===== config.mk =====
export PLATFORM = sky130hd
export DESIGN_NAME = varint_rpc_frame_parser
export DESIGN_NICKNAME = d
export VERILOG_FILES = /design/src/rtl/vrfp_pkg.sv /design/src/rtl/vrfp_out_buf.sv /design/src/rtl/varint_rpc_frame_parser.sv
export VERILOG_INCLUDE_DIRS = /design/src /design/src/rtl
export SDC_FILE = /design/constraint.sdc
export NUM_CORES = 1
export LEC_CHECK = 0
export ABC_AREA = 1
export BUFFER_PORTS_ARGS = -buffer_cell sky130_fd_sc_hd__buf_2
export CORE_ASPECT_RATIO = 1.1
export CORE_UTILIZATION = 62
export DETAILED_ROUTE_END_ITERATION = 10
export HOLD_SLACK_MARGIN = 0.08
export PLACE_DENSITY_LB_ADDON = 0.1
export SYNTH_ARGS = -nofsm -noshare
export SYNTH_HDL_FRONTEND = slang
export SYNTH_HIERARCHICAL = 1
export SYNTH_SLANG_ARGS = --single-unit

===== constraint.sdc =====
create_clock -name clk_i -period 8.9 [get_ports clk_i]
set_clock_uncertainty 0.05 [all_clocks]
set_input_delay 1.335 -clock clk_i [delete_from_list [all_inputs] [get_ports clk_i]]
set_output_delay 1.335 -clock clk_i [all_outputs]
set_load 0.01 [all_outputs]

===== src/rtl/varint_rpc_frame_parser_assert.svh =====
// assertion macros for the frame parser rtl
// needs clk_i and rst_ni in the scope of the module that uses them
`ifndef VARINT_RPC_FRAME_PARSER_ASSERT_SVH
`define VARINT_RPC_FRAME_PARSER_ASSERT_SVH

// same-cycle implication
`define VRFP_ASSERT_IMPL(lbl, ante, cons) \
  lbl: assert property (@(posedge clk_i) disable iff (!rst_ni) (ante) |-> (cons)) \
    else $error("frame parser check failed");

// next-cycle implication
`define VRFP_ASSERT_NEXT(lbl, ante, cons) \
  lbl: assert property (@(posedge clk_i) disable iff (!rst_ni) (ante) |=> (cons)) \
    else $error("frame parser check failed");

`endif


===== src/rtl/vrfp_pkg.sv =====
// shared types and constants of the varint frame parser
// no dependencies
package vrfp_pkg;

  localparam int unsigned VARINT_MAX_BYTES    = 5;
  localparam int unsigned LENGTH_PREFIX_BYTES = 4;
  localparam int unsigned MIN_FRAME           = 4;

  localparam int unsigned LEN_CNT_W = $clog2(LENGTH_PREFIX_BYTES);
  localparam int unsigned VIDX_W    = $clog2(VARINT_MAX_BYTES + 1);

  localparam logic [7:0] CONT_MASK = 8'h80;
  localparam logic [7:0] DATA_MASK = 8'h7f;

  typedef enum logic [2:0] {
    PH_LEN  = 3'd0,
    PH_NUM  = 3'd1,
    PH_NLEN = 3'd2,
    PH_NAME = 3'd3,
    PH_PLEN = 3'd4,
    PH_PAY  = 3'd5
  } phase_e;

  typedef enum logic [1:0] {
    K_NAME   = 2'd0,
    K_HEADER = 2'd1,
    K_PAY    = 2'd2,
    K_ERR    = 2'd3
  } kind_e;

  localparam logic [2:0] ERR_NONE      = 3'd0;
  localparam logic [2:0] ERR_SHORT     = 3'd1;
  localparam logic [2:0] ERR_NUM_VAR   = 3'd2;
  localparam logic [2:0] ERR_NLEN_VAR  = 3'd3;
  localparam logic [2:0] ERR_OVERRUN   = 3'd4;
  localparam logic [2:0] ERR_PLEN_VAR  = 3'd5;
  localparam logic [2:0] ERR_MISMATCH  = 3'd6;

  typedef struct packed {
    kind_e       kind;
    logic [7:0]  data_byte;
    logic [31:0] msg_number;
    logic [31:0] name_length;
    logic [31:0] payload_length;
    logic [2:0]  error_code;
    logic        frame_end;
  } res_t;

endpackage


===== src/rtl/vrfp_out_buf.sv =====
// two-entry result buffer: output register plus skid stage
// depends on vrfp_pkg for the result type
module vrfp_out_buf import vrfp_pkg::*; (
  input  logic clk_i,
  input  logic rst_ni,
  input  logic push_i,
  input  res_t push_data_i,
  output logic space_o,
  output logic out_valid_o,
  input  logic out_ready_i,
  output res_t out_data_o
);

  res_t head_q, head_d;
  res_t skid_q, skid_d;
  logic head_valid_q, head_valid_d;
  logic skid_valid_q, skid_valid_d;
  logic pop;

  assign pop         = head_valid_q & out_ready_i;
  assign space_o     = ~skid_valid_q;
  assign out_valid_o = head_valid_q;
  assign out_data_o  = head_q;

  always_comb begin
    head_d       = head_q;
    skid_d       = skid_q;
    head_valid_d = head_valid_q;
    skid_valid_d = skid_valid_q;
    if (head_valid_q && !pop) begin
      if (push_i) begin
        skid_d       = push_data_i;
        skid_valid_d = 1'b1;
      end
    end else if (skid_valid_q) begin
      head_d       = skid_q;
      head_valid_d = 1'b1;
      skid_d       = push_data_i;
      skid_valid_d = push_i;
    end else begin
      head_d       = push_data_i;
      head_valid_d = push_i;
    end
  end

  always_ff @(posedge clk_i or negedge rst_ni) begin
    if (!rst_ni) begin
      head_valid_q <= 1'b0;
      skid_valid_q <= 1'b0;
    end else begin
      head_valid_q <= head_valid_d;
      skid_valid_q <= skid_valid_d;
    end
  end

  always_ff @(posedge clk_i) begin
    head_q <= head_d;
    skid_q <= skid_d;
  end

endmodule


===== src/rtl/varint_rpc_frame_parser.sv =====
// frame parser for length-prefixed frames with leb128 varint header fields
// depends on vrfp_pkg, vrfp_out_buf and varint_rpc_frame_parser_assert.svh
//
// rx channel (rx_valid_i / rx_ready_o / rx_byte_i): one received byte per transfer.
// res channel (res_valid_o / res_ready_i and the result fields): at most one
// result per byte; name bytes, one header result, payload bytes, or an error.
// each byte is decoded in the cycle it is taken and its result is registered
// into the output buffer; one byte per cycle while rx_ready_o stays high.
// the per-byte path is three 32-bit adders and compares plus the varint shift-or.
// results go through an output register and a skid stage, so rx_ready_o only
// drops once both hold a result the receiver has not taken; it returns the
// cycle after the receiver takes one. while both are full every byte waits,
// even one that makes no result.
// after reset the parser expects the first length byte and both result slots
// are empty. after a frame error the parser keeps taking bytes and drops them
// until the next reset.
`include "varint_rpc_frame_parser_assert.svh"

module varint_rpc_frame_parser import vrfp_pkg::*; (
  input  logic        clk_i,
  input  logic        rst_ni,
  input  logic        rx_valid_i,
  output logic        rx_ready_o,
  input  logic [7:0]  rx_byte_i,
  output logic        res_valid_o,
  input  logic        res_ready_i,
  output logic [1:0]  kind_o,
  output logic [7:0]  data_byte_o,
  output logic [31:0] msg_number_o,
  output logic [31:0] name_length_o,
  output logic [31:0] payload_length_o,
  output logic [2:0]  error_code_o,
  output logic        frame_end_o
);

  localparam logic [LEN_CNT_W-1:0] LEN_LAST  = LEN_CNT_W'(LENGTH_PREFIX_BYTES - 1);
  localparam logic [VIDX_W-1:0]    VIDX_LAST = VIDX_W'(VARINT_MAX_BYTES - 1);

  phase_e                phase_q, phase_d;
  logic [LEN_CNT_W-1:0]  len_cnt_q, len_cnt_d;
  logic [31:0]           frame_len_q, frame_len_d;
  logic [31:0]           seen_q, seen_d;
  logic [31:0]           accum_q, accum_d;
  logic [VIDX_W-1:0]     vidx_q, vidx_d;
  logic [31:0]           number_q, number_d;
  logic [31:0]           nlen_q, nlen_d;
  logic [31:0]           plen_q, plen_d;
  logic [31:0]           field_rem_q, field_rem_d;
  logic                  halted_q, halted_d;

  logic        accept;
  logic        buf_space;
  logic [31:0] seen_inc;
  logic [31:0] rem;
  logic [31:0] field_dec;
  logic [31:0] len_part;
  logic [31:0] len_base;
  logic [5:0]  vshift;
  logic [31:0] vpart;
  logic [31:0] value;
  logic [2:0]  var_err;
  logic        res_push;
  logic        fail;
  logic [2:0]  fail_code;
  kind_e       res_kind;
  logic        res_end;
  res_t        res;
  res_t        out_res;

  assign rx_ready_o = buf_space;
  assign accept     = rx_valid_i & rx_ready_o;
  assign seen_inc   = seen_q + 32'd1;
  assign rem        = frame_len_q - seen_inc;
  assign field_dec  = field_rem_q - 32'd1;
  assign len_part   = {24'd0, rx_byte_i} << {len_cnt_q, 3'b000};
  assign vshift     = {3'd0, vidx_q} * 6'd7;
  assign vpart      = {24'd0, rx_byte_i & DATA_MASK} << vshift;
  assign value      = accum_q | vpart;

  always_comb begin
    unique case (phase_q)
      PH_NUM:  var_err = ERR_NUM_VAR;
      PH_NLEN: var_err = ERR_NLEN_VAR;
      default: var_err = ERR_PLEN_VAR;
    endcase
  end

  always_comb begin
    phase_d     = phase_q;
    len_cnt_d   = len_cnt_q;
    frame_len_d = frame_len_q;
    seen_d      = seen_q;
    accum_d     = accum_q;
    vidx_d      = vidx_q;
    number_d    = number_q;
    nlen_d      = nlen_q;
    plen_d      = plen_q;
    field_rem_d = field_rem_q;
    halted_d    = halted_q;
    len_base    = frame_len_q;
    res_push    = 1'b0;
    fail        = 1'b0;
    fail_code   = ERR_NONE;
    res_kind    = K_NAME;
    res_end     = 1'b0;
    if (accept && !halted_q) begin
      unique case (phase_q)
        PH_LEN: begin
          if (len_cnt_q == '0) begin
            len_base = '0;
            number_d = '0;
            nlen_d   = '0;
            plen_d   = '0;
          end
          frame_len_d = len_base | len_part;
          if (len_cnt_q == LEN_LAST) begin
            len_cnt_d = '0;
            if (frame_len_d < 32'(MIN_FRAME)) begin
              fail      = 1'b1;
              fail_code = ERR_SHORT;
            end else begin
              phase_d = PH_NUM;
              seen_d  = '0;
              accum_d = '0;
              vidx_d  = '0;
            end
          end else begin
            len_cnt_d = len_cnt_q + 1'b1;
          end
        end
        PH_NAME: begin
          seen_d      = seen_inc;
          field_rem_d = field_dec;
          res_push    = 1'b1;
          res_kind    = K_NAME;
          if (field_dec == '0) begin
            phase_d = PH_PLEN;
            accum_d = '0;
            vidx_d  = '0;
          end
        end
        PH_PAY: begin
          seen_d      = seen_inc;
          field_rem_d = field_dec;
          res_push    = 1'b1;
          res_kind    = K_PAY;
          if (field_dec == '0) begin
            res_end     = 1'b1;
            phase_d     = PH_LEN;
            len_cnt_d   = '0;
            seen_d      = '0;
            field_rem_d = '0;
          end
        end
        PH_NUM, PH_NLEN, PH_PLEN: begin
          seen_d = seen_inc;
          if ((rx_byte_i & CONT_MASK) != '0) begin
            accum_d = value;
            vidx_d  = vidx_q + 1'b1;
            if (vidx_q == VIDX_LAST || seen_inc >= frame_len_q) begin
              fail      = 1'b1;
              fail_code = var_err;
            end
          end else begin
            accum_d = '0;
            vidx_d  = '0;
            priority if (phase_q == PH_NUM) begin
              number_d = value;
              if (rem == '0) begin
                fail      = 1'b1;
                fail_code = ERR_NLEN_VAR;
              end else begin
                phase_d = PH_NLEN;
              end
            end else if (phase_q == PH_NLEN) begin
              nlen_d = value;
              priority if (value > rem) begin
                fail      = 1'b1;
                fail_code = ERR_OVERRUN;
              end else if (value == rem) begin
                fail      = 1'b1;
                fail_code = ERR_PLEN_VAR;
              end else begin
                field_rem_d = value;
                phase_d     = (value == '0) ? PH_PLEN : PH_NAME;
              end
            end else begin
              plen_d = value;
              if (value != rem) begin
                fail      = 1'b1;
                fail_code = ERR_MISMATCH;
              end else begin
                res_push = 1'b1;
                res_kind = K_HEADER;
                if (value == '0) begin
                  res_end     = 1'b1;
                  phase_d     = PH_LEN;
                  len_cnt_d   = '0;
                  seen_d      = '0;
                  field_rem_d = '0;
                end else begin
                  field_rem_d = value;
                  phase_d     = PH_PAY;
                end
              end
            end
          end
        end
        default: begin
          phase_d     = PH_LEN;
          len_cnt_d   = '0;
          seen_d      = '0;
          field_rem_d = '0;
        end
      endcase
      if (fail) begin
        halted_d = 1'b1;
        res_push = 1'b1;
        res_kind = K_ERR;
        res_end  = 1'b1;
      end
    end
  end

  always_comb begin
    res.kind           = res_kind;
    res.data_byte      = (res_kind == K_NAME || res_kind == K_PAY) ? rx_byte_i : 8'd0;
    res.msg_number     = number_d;
    res.name_length    = nlen_d;
    res.payload_length = plen_d;
    res.error_code     = fail_code;
    res.frame_end      = res_end;
  end

  always_ff @(posedge clk_i or negedge rst_ni) begin
    if (!rst_ni) begin
      phase_q     <= PH_LEN;
      len_cnt_q   <= '0;
      frame_len_q <= '0;
      seen_q      <= '0;
      accum_q     <= '0;
      vidx_q      <= '0;
      number_q    <= '0;
      nlen_q      <= '0;
      plen_q      <= '0;
      field_rem_q <= '0;
      halted_q    <= 1'b0;
    end else begin
      phase_q     <= phase_d;
      len_cnt_q   <= len_cnt_d;
      frame_len_q <= frame_len_d;
      seen_q      <= seen_d;
      accum_q     <= accum_d;
      vidx_q      <= vidx_d;
      number_q    <= number_d;
      nlen_q      <= nlen_d;
      plen_q      <= plen_d;
      field_rem_q <= field_rem_d;
      halted_q    <= halted_d;
    end
  end

  vrfp_out_buf u_out_buf (
    .clk_i       (clk_i),
    .rst_ni      (rst_ni),
    .push_i      (res_push),
    .push_data_i (res),
    .space_o     (buf_space),
    .out_valid_o (res_valid_o),
    .out_ready_i (res_ready_i),
    .out_data_o  (out_res)
  );

  assign kind_o           = out_res.kind;
  assign data_byte_o      = out_res.data_byte;
  assign msg_number_o     = out_res.msg_number;
  assign name_length_o    = out_res.name_length;
  assign payload_length_o = out_res.payload_length;
  assign error_code_o     = out_res.error_code;
  assign frame_end_o      = out_res.frame_end;

  // once halted, stays halted and produces nothing
  `VRFP_ASSERT_NEXT(a_halt_sticky, halted_q, halted_q)
  `VRFP_ASSERT_IMPL(a_no_result_halted, halted_q, !res_push)
  // an error result always halts the parser and closes the frame
  `VRFP_ASSERT_IMPL(a_err_halts, res_push && res_kind == K_ERR, halted_d && res_end)
  // varint byte index never exceeds its last index while running
  `VRFP_ASSERT_IMPL(a_vidx_range, !halted_q, vidx_q <= VIDX_LAST)
  // in the length and message-number phases no field count is pending
  `VRFP_ASSERT_IMPL(a_field_idle, !halted_q && (phase_q == PH_LEN || phase_q == PH_NUM),
                    field_rem_q == '0)

endmodule

# Word level (Yosys, flattened, before mapping)
# Index checks and enable logic that the tools add are counted.
[word_totals] reg_bits=455 input_bits=12 out_inout_bits=112 wordCells=220
[classes] add_sub_neg=5 multipliers=1 order_cmp=3 eq_ne=27 n_shift=2 mux=124 n_bitwise=7 n_reduce_logical=24
[ops] operator="2-to-1 mux 32 bit" n=35
[ops] operator="2-to-1 mux 110 bit" n=4
[ops] operator="case mux 32 bit (4 select lines)" n=2
[ops] operator="case mux 32 bit (2 select lines)" n=3
[ops] operator="zero test 32 bit" n=3
[ops] operator="case mux 32 bit (3 select lines)" n=1
[ops] operator="2-to-1 mux 3 bit" n=24
[ops] operator="bitwise OR 32 bit" n=2
[ops] operator="2-to-1 mux 1 bit" n=35
[ops] operator="adder 32 x 1 -> 32 bit, second input constant" n=1
[ops] operator="== test 32 bit" n=1
[ops] operator="greater-or-equal comparator 32 bit" n=1
[ops] operator="greater-than comparator 32 bit" n=1
[ops] operator="< comparator 32 x 3 -> 1 bit, second input constant" n=1
[ops] operator="inequality test 32 bit" n=1
[ops] operator="left shift 7 x 6 -> 32 bit" n=1
[ops] operator="left shift 8 x 5 -> 32 bit" n=1
[ops] operator="subtractor 32 x 1 -> 32 bit, second input constant" n=1
[ops] operator="subtractor 32 bit" n=1
[ops] operator="2-to-1 mux 2 bit" n=10
[ops] operator="inequality test 2 bit, second input constant" n=9
[ops] operator="inequality test 3 bit, second input constant" n=4
[ops] operator="inequality test 4 bit, second input constant" n=3
[ops] operator="case mux 3 bit (2 select lines)" n=2
[ops] operator="other kinds (31)" n=46

# Depth between registers and ports, before layout
# Gate-level depths: netlist (run 1).
[logic_depth] depth_word=18 ltp_mapped=38 ltp_nobuf=38

# By module
# The synthesis (run 1) kept the hierarchy.
[by_module_without_submodules] mod="varint_rpc_frame_parser" instances=1 cells_per_inst=2279 area_per_inst_um2=16052.9 seq_area_each_um2=5830.6
[by_module_without_submodules] mod="vrfp_out_buf" instances=1 cells_per_inst=588 area_per_inst_um2=8119.0 seq_area_each_um2=6656.4

# Least setup slack after synthesis (run 1)
# No wires, ideal clock.
[synth_path] path_kind="register to register" startpoint="register seen_q[1]" endpoint="register u_out_buf/skid_q[0] in the netlist's numbering, enable pin" setup_ns=0.995 t_arrival_ns=6.371 path_slack_ns=1.484 path_stages_with_launch=32 synth_period_minus_slack_ns=7.416 cell_sequence="dfrtp_1 -> ha_1 -> nand2_2 -> nor2_4 -> nand2_2 -> nor2_4 -> nand2_1 -> nor2_1 -> inv_1 -> nor4_1 -> xor2_1 -> ha_1 -> inv_1 -> nor3_1 -> a221oi_1 -> nand3_1 -> nand2_1 -> inv_1 -> ha_1 -> nand2_1 -> nor4_1 -> nand2_1 -> inv_1 -> nor2_1 -> o31ai_1 -> nand2_4 -> nand2_4 -> nand2_2 -> nand2_2 -> o21ai_1 -> nand2_1 -> nand2_1"
[synth_via] elab_chain_len=14
[synth_lines] element="start: declaration" line_no="varint_rpc_frame_parser.sv:42" source="logic [31:0] seen_q, seen_d;"
[synth_lines] element="start signal: assignment" line_no="varint_rpc_frame_parser.sv:252" source="seen_q <= seen_d;"
[synth_lines] element="adder 32 x 1 -> 32 bit (*)" line_no="varint_rpc_frame_parser.sv:72" source="assign seen_inc = seen_q + 32'd1;"
[synth_lines] element="branches (longest 9 deep; another with subtractor 32 bit)"
[synth_lines] element="2-to-1 mux 1 bit (*)" line_no="varint_rpc_frame_parser.sv:216" source="if (fail) begin"
[synth_lines] element="2-to-1 mux 1 bit (*)" line_no="varint_rpc_frame_parser.sv:106" source="if (accept && !halted_q) begin"
[synth_lines] element="via res_push" line_no="varint_rpc_frame_parser.sv:62" source="logic res_push;"
[synth_lines] element="inequality test 2 x 1 -> 1 bit (no source line) (*)"
[synth_lines] element="AND reduction 2 bit (no source line) (*)"
[synth_lines] element="end signal: assignment" line_no="vrfp_out_buf.sv:58" source="skid_q <= skid_d;"
[synth_lines] element="end: declaration" line_no="vrfp_out_buf.sv:15" source="res_t skid_q, skid_d;"
# Mark *: on every way through the listed nets, which the timed path passes. The select of a mux whose other input is x is not followed.
# A chain may end at the register's enable or synchronous reset.

# Final worst setup path (run 1)
[layout_path] startpoint="register seen_q[1]" endpoint="register u_out_buf/skid_q[58] in the netlist's numbering, enable pin"
# Same word-level chain as after synthesis.

==> summary.md, run 1 <==
| Metric | Value |
|---|---|
| DR vias/cell | `~6` |
| Tcrit/Tclk final | `roughly 80%` |
| Arrival time worst endpoint | `around 7.4 ns` |
| Crit path max fanout | `67` |
| Post-route cell area | `around 27000 µm²` |
| Site Rows | `between 70 and 80` |
| Clock-pin slew on the worst setup and hold paths | `roughly 0.060 ns` |
| Worst slew pin tran | `approximately 1.2 ns` |
| CTS resizes | `0` |
| Nets@finish | `approximately 3000` |
| CP dominant cell by count | `nand2_1` |
| CP bufs+invs | `4` |
| Fin cells | `between 3000 and 4000` |
| Post-synthesis cell area | `between 20000 and 25000 µm²` |
| CTS max path bufs | `3` |
| Max Slew Vio Count | `0` |
| Yosys cell types | `54` |
| Worst Hold Path Cells | `2` |
| DRC | `0` |
| DRT Pass-1 Iters | `6` |
| TritonCTS clock tree | `yes` |
| Root Driver | `clkbuf_16` |
| Reg2Reg Depth | `32` |
| Most frequent cells in the layout | `nand2_1, inv_1, o21ai_0` |
| Count of final setup violators | `0` |
| Proportion of layout cells with a drive suffix above 1 | `12.5%` |
| CP Capture Type | `flip-flop` |
| Cts bufs inserted | `46` |
| CP top delay family | `simple AND/OR/NAND/NOR gates` |
| PortBufs | `between 100 and 150` |
| Worst r2r src | `seen_q[1]` |
| Setup TNS | `0 ns` |
| First-pass GRT wire length | `112 mm` |
| Post-CTS Setup Bufs | `0` |
| PwrDens | `around 160 nW/µm²` |
| Post-synthesis sequential area ratio | `51.7%` |
| Syn Nets | `between 2000 and 3000` |
| H-tree Lvls | `2` |
| Warnings, synthesis | `6` |
| DP Area | `25200 µm²` |
| Initial antenna violation count | `0` |
| Status | `completed` |
| Final Core Density | `between 70% and 80%` |
| Worst EP required | `~9 ns` |
| Unrepaired setup endpoints after global routing | `no` |
| Detail Placement HPWL | `roughly 51 mm` |
| Gr ovfl total | `0` |
| IO Count | `about 120` |
| CTS Hold Buffers Added | `0` |
| F_max | `~140 MHz` |
| Wire per inst | `20.5 µm` |
| Syn Inst Count | `roughly 2900` |
| Critical path class | `flip-flop to flip-flop` |
| Setup crit start kind | `flip-flop` |
| Clk sinks | `around 460` |
| Syn Area/Cell | `8.43 µm²` |
| Worst Hold Class | `flip-flop to flip-flop` |
| EDFF count, synth | `220` |
| Number of max-cap violations | `0` |
| Ys async rst share | `approximately 52%` |
| DR vias | `21100` |
| Ys flop type | `dfrtp_1` |
| Most common cell after layout, fill and taps aside | `nand2_1` |
| Hold Startpoint | `halted_q` |
| Critical path's largest stage delay | `0.53 ns` |
| 1st-iter DRT viols | `~2300` |
| Placed insts | `3427` |
| Seq cells post-synth | `about 460` |
| Worst Hold End | `halted_q` |
| Routed wire length | `~72 mm` |
| Worst-Skew Late Latency | `0.60 ns` |
| Critical-path top delay cell | `nand2_4` |
| Die Height | `between 200 and 250 µm` |
| Final GP Congestion | `0.955` |
| VDD IR max | `about 240 µV` |
| Area grow syn2layout | `11.0%` |
| Die Wd | `roughly 190 µm` |
| FF-to-FF setup slack | `roughly 1.8 ns` |
| Tmin final | `between 7 and 8 ns` |
| P_leak | `12.8 nW` |
| Total track usage | `between 30% and 40%` |
| Routed Antenna Nets | `0` |
| Vias in the first global route | `roughly 20000` |
| RR Endpoint | `u_out_buf/skid_q[58]` |
| Core area | `38300 µm²` |
| Max_slew headroom | `22.7%` |
| Total Die Area | `between 30000 and 40000 µm²` |
| Initial Util | `roughly 63%` |
| Final hold violation count | `0` |
| Largest net degree at the start of global routing | `between 100 and 150` |
## routing by layer
layer	wire [µm]	GRT usage (%)	part of all wire, %
met5	0	0	0
met3	5900	5.39	8.2
met4	4170	19.1	5.8
met1	27900	48.2	39
met2	33900	59.4	47
## stage by stage
| stage | power (mW) | setup WS, ns | hold slack, ns |
|---|---|---|---|
| floorplan | 2.25 | 1.48 | 0.372 |
| global placement | 2.30 | 2.06 | 0.393 |
| detailed placement | 2.30 | 1.89 | 0.392 |
| CTS | 4.28 | 1.87 | 0.407 |
| global route | 4.36 | 1.13 | 0.419 |
| finish | 4.26 | 1.76 | 0.408 |
## power by group
part / total, mW / leakage [nW] / internal [mW] / switching [mW]
clock network: 2.00 / 0.760 / 1.15 / 0.848
logic: 0.0650 / 7.10 / 0.0126 / 0.0524
registers: 2.19 / 4.93 / 2.19 / 0.000374
total: 4.26 / 12.8 / 3.36 / 0.901
## final cells by class
cell class	instances	area (µm²)
well taps	500	626
flip-flops and latches	455	12500
clock inverters	24	309
inverters	303	1140
multi-input cells	2007	10100
repair buffers	162	931
clock buffers	62	1260
diodes	1	2.50
fillers	2997	11500
## sequential cells by signal, indices dropped and copies added, names as in the netlist
name	count
u_out_buf/out_data_o	110
u_out_buf/skid_q	110
accum_q	32
field_rem_q	32
frame_len_q	32
nlen_q	32
number_q	32
plen_q	32
seen_q	32
phase_q	3
vidx_q	3
len_cnt_q	2
halted_q	1
u_out_buf/out_valid_o	1
u_out_buf/skid_valid_q	1
## worst reg2reg max path, delay by kind of cell (launching register included)
kind / cells / cell delay (ns)
compound gates: 7 / 1.64
fa+ha+maj: 3 / 0.96
simple gates: 18 / 2.95
flops: 1 / 0.40
buf+inv: 4 / 0.85
## Yosys cell counts (6+ instances only)
cell type  number  area share, %
nand2_1       939             15
inv_1         282            4.4
o21ai_0       253            5.2
dfrtp_1       235             24
edfxtp_1      220             27
nand3_1       154            3.2
nor2_1        144            2.2
a21oi_1       100            2.1
ha_1           61            3.2
nand4_1        57            1.5
clkbuf_1       52           0.81
o22ai_1        48            1.2
xor2_1         39            1.4
nand2_2        31           0.80
nor3_1         28           0.58
buf_4          24           0.75
nor3_2         18           0.75
nor4_1         18           0.47
inv_2          17           0.26
buf_2          16           0.33
nor2_2         16           0.41
a21oi_2        13           0.47
nand3_2        11           0.46
nor2_4         11           0.51
a211oi_1        8           0.25
o21ai_1         7           0.14
buf_6           6           0.28
## worst max-delay path by stage
stage	startpoint	to	slack, ns	cells past startpoint
floorplan	seen_q[1]	u_out_buf/skid_q[0]	1.48	31
global placement	seen_q[2]	u_out_buf/skid_q[91]	2.06	30
detailed placement	seen_q[1]	u_out_buf/skid_q[92]	1.89	32
CTS	seen_q[1]	u_out_buf/skid_q[58]	1.87	32
global route	seen_q[1]	u_out_buf/skid_q[54]	1.13	32
finish	seen_q[1]	u_out_buf/skid_q[58]	1.76	32
## kinds of logic after synthesis
group / Yosys count / share of synthesized area, %
and+or+nand+nor: 1445 / 26.3
AOI/OAI and AO/OA: 458 / 10.4
DFF: 455 / 51.7
buffers and inverters: 405 / 6.93
adders and majority gates: 62 / 3.24
xor gates and xnor gates: 42 / 1.52
(Power assumes the default switching activity.)
==> inputs of run 2 (changes only) <==
- ABC_AREA: 1 -> 0
- clock period: 8.9 -> 6.93 ns (I/O delays scaled with it)
==> run 2 against run 1 <==
Hold slack gained 0.0057 ns. Register-to-register slack lost 1.6 ns. First-iteration DRC count shrank 4.7%. Global-route usage shrank 0.46 points. Design area grew 2.1%. Routed wire length shrank 0.87%. Critical path depth shrank 4. Maximum frequency grew 4.9%. Sequential share of layout area shrank 0.97 points. Synthesized cell count shrank 25%. Synthesized area shrank 2.8%. Critical endpoint is now u_out_buf/skid_q[93]. Largest cell class unchanged. Largest power group is now combinational cells.
==> summary.md, run 2 <==
| Metric | Value |
|---|---|
| Internal power | `7.25 mW (+120%)` |
| Gr ovfl total | `0 (unchanged)` |
| Tcrit/Tclk final | `98.2% (+18 points)` |
| Cell taking the most area after synthesis | `edfxtp_1` |
| DR vias | `19000 (-10%)` |
| Worst Hold Class | `input pin to async pin` |
| Tmin final | `6.81 ns (-0.335 ns)` |
| CTS max path bufs | `3 (unchanged)` |
| Max_slew headroom | `10.8% (-12 points)` |
| Area grow syn2layout | `16.5%` |
| Routed Antenna Nets | `0 (unchanged)` |
| EDFF count, synth | `220 (unchanged)` |
| Clock Power Share | `20.2% (-27 points)` |
| Site Rows | `74 (-1.3%)` |
| Unrepaired setup endpoints after global routing | `yes` |
| Core area | `37200 µm² (-2.8%)` |
| CP Capture Type | `flip-flop` |
| Final Core Density | `73.6% (+3.6 points)` |
| Final hold violation count | `0 (unchanged)` |
| Most frequent cells in the layout | `dfrtp_1, edfxtp_1, nand2_1` |
| Nets@finish | `2415 (-21%)` |
| DR vias/cell | `6.61 (+10%)` |
| Sw Share | `41.0% (+20 points)` |
| Ys async rst share | `51.6% (unchanged)` |
| IO Count | `124 (unchanged)` |
| Final Worst Setup Slack | `0.125 ns (-1.63 ns)` |
| Die Height | `206 µm (-1.4%)` |
| Post-synthesis cell area | `23500 µm² (-2.8%)` |
| TritonCTS clock tree | `yes` |
| Arrival time worst endpoint | `7.10 ns (-0.31 ns)` |
| Count leader, synth | `dfrtp_1` |
| VDD IR max | `316 µV (+30%)` |
| Worst slew pin tran | `1.33 ns (+0.179 ns)` |
| Total Die Area | `38700 µm² (-2.7%)` |
| Syn Inst Count | `2138 (-25%)` |
| PortBufs | `123 (unchanged)` |
| Clock-pin slew on the worst setup and hold paths | `0.06 ns (about the same)` |
| Antenna Cells | `0 (-1)` |
| Psw | `5.04 mW (+460%)` |
| Main area contributors after synthesis | `edfxtp_1, dfrtp_1, o21ai_0, mux2_4, nand2_1` |
| H-tree Lvls | `2 (unchanged)` |
| Critical path class | `flip-flop to flip-flop` |
| Total track usage | `36.3% (-0.46 points)` |
| Routed wire length | `71.3 mm (-0.87%)` |
| Combinational fraction of design power | `49.0% (+48 points)` |
| P_leak | `12.0 nW (-6.1%)` |
| Setup crit start kind | `flip-flop` |
| Synth top area share | `28.1% (+0.77 points)` |
| Syn Nets | `2212 (-25%)` |
| Count of final setup violators | `0 (unchanged)` |
| Initial antenna violation count | `0 (unchanged)` |
| Post-place setup slack | `-0.0763 ns (-1.97 ns)` |
| PwrDens | `449 nW/µm² (+180%)` |
| Top post-synthesis cells by count | `dfrtp_1, edfxtp_1, nand2_1` |
| First-pass GRT wire length | `107 mm (-4.3%)` |
| Yosys cell types | `92 (+70%)` |
| Flop pwr share | `30.7% (-21 points)` |
| Crit path max fanout | `6 (-91%)` |
| CP dominant cell by count | `a21o_1` |
| F_max | `147 MHz (+4.9%)` |
| Cts bufs inserted | `45 (-2.2%)` |
| Warnings, synthesis | `6 (unchanged)` |
| Max Slew Vio Count | `0 (unchanged)` |
| CP bufs+invs | `3 (-1)` |
| Post-synthesis sequential area ratio | `53.1% (+1.5 points)` |
| Worst-Skew Late Latency | `0.59 ns (about the same)` |
| Design Power | `12.3 mW (+190%)` |
| Seq cells post-synth | `455 (unchanged)` |
| Syn Area/Cell | `11.0 µm² (+30%)` |
| Final GP Congestion | `1.01 (+5.8%)` |
| Critical-path top delay cell | `or4_4` |
| Wire per inst | `24.8 µm (+21%)` |
| Status | `completed` |
| Clk sinks | `455 (unchanged)` |
| Number of max-cap violations | `0 (unchanged)` |
| CTS Hold Buffers Added | `0 (unchanged)` |
| CP top delay family | `compound AO/OA/AOI/OAI gates` |
| Vias in the first global route | `18200 (-11%)` |
| DRT Pass-1 Iters | `6 (unchanged)` |
| Ys flop type | `dfrtp_1` |
| Worst EP required | `7.22 ns (-1.95 ns)` |
| DRC | `0 (unchanged)` |
| Proportion of layout cells with a drive suffix above 1 | `23.0% (+11 points)` |
| Die Wd | `188 µm (-1.4%)` |
| Initial Util | `63.2% (about the same)` |
| Critical path's largest stage delay | `0.57 ns (+0.04 ns)` |
| Most common cell after layout, fill and taps aside | `dfrtp_1` |
| Root Driver | `clkbuf_16` |
| Largest net degree at the start of global routing | `129 (-3.0%)` |
| 1st-iter DRT viols | `2238 (-4.7%)` |
| Detail Placement HPWL | `48.1 mm (-4.8%)` |
run 2: cell types whose count changed after synthesis, sizes merged, moves of 61 or more:
| cell | before | now |
|---|---|---|
| mux2 | 0 | 113 |
| inv | 299 | 73 |
| nand2 | 975 | 220 |
| a22o | 0 | 61 |
| o21ai | 260 | 182 |
| nor2 | 171 | 100 |
| nand3 | 168 | 51 |
run 2: repair_timing:
| action | 4_1_cts | 5_1_grt |
|---|---|---|
| cloned | 1 | 9 |
| resized for setup | 6 | 53 |
| buffers inserted | 0 | 20 |
| endpoints found under the setup margin | 119 | 186 |
| pin swaps | 2 | 35 |
run 2: layer usage:
layer  wire length, µm  GRT usage [%]  share of wire [%]
met3              5580           6.27                7.8
met4              4240           20.3                5.9
met2             34300           59.6                 48
met5                 0              0                  0
met1             27200           45.9                 38
run 2: path summary, 6_finish.rpt:
kind	startpoint	cells past startpoint	slack, ns	to
setup / recovery	seen_q[9]	28	0.12	u_out_buf/skid_q[93]
hold / removal	rst_ni	1	0.41	nlen_q[7]
setup reg to reg	seen_q[9]	28	0.12	u_out_buf/skid_q[93]
hold reg to reg	accum_q[0]	2	0.45	accum_q[0]
max in group asynchronous	rst_ni	2	5.18	seen_q[6]
min in group clk_i	accum_q[0]	2	0.45	accum_q[0]
run 2: cells by family after synthesis:
| family | after synthesis | synth area share [%] |
|---|---|---|
| buf+inv | 198 | 3.54 |
| xor+xnor | 77 | 3.17 |
| fa+ha+maj | 72 | 3.76 |
| simple gates | 628 | 13.4 |
| flops | 455 | 53.1 |
| mux | 118 | 6.54 |
| compound gates | 590 | 16.4 |
run 2: layout make-up:
cell class / instances / area [µm²]
clock inverter: 23 / 223
clock buffer: 61 / 1280
tap: 494 / 618
sequential: 455 / 12500
fill: 2587 / 9830
multi-input combinational: 1487 / 10500
timing repair buffer: 278 / 1960
inverter: 74 / 280
run 2: through the flow:
| stage | setup TNS, ns | instance area [µm²] | hold slack [ns] | instances |
|---|---|---|---|---|
| floorplan | 0 | 23600 | 0.407 | 2138 |
| global placement | 0 | 25300 | 0.425 | 2758 |
| detailed placement | -7.21 | 25300 | 0.434 | 2758 |
| CTS | 0 | 26800 | 0.454 | 2843 |
| global route | -11.97 | 27400 | 0.478 | 2872 |
| finish | 0 | 27400 | 0.414 | 2872 |
run 2: power by group through the flow:
stage,logic [mW],registers [mW],clock network [mW]
floorplan,3.68,3.72,0
global placement,5.44,3.79,0
detailed placement,5.57,3.81,0
CTS,5.65,3.77,2.50
global route,6.49,3.82,2.60
finish,6.03,3.78,2.49
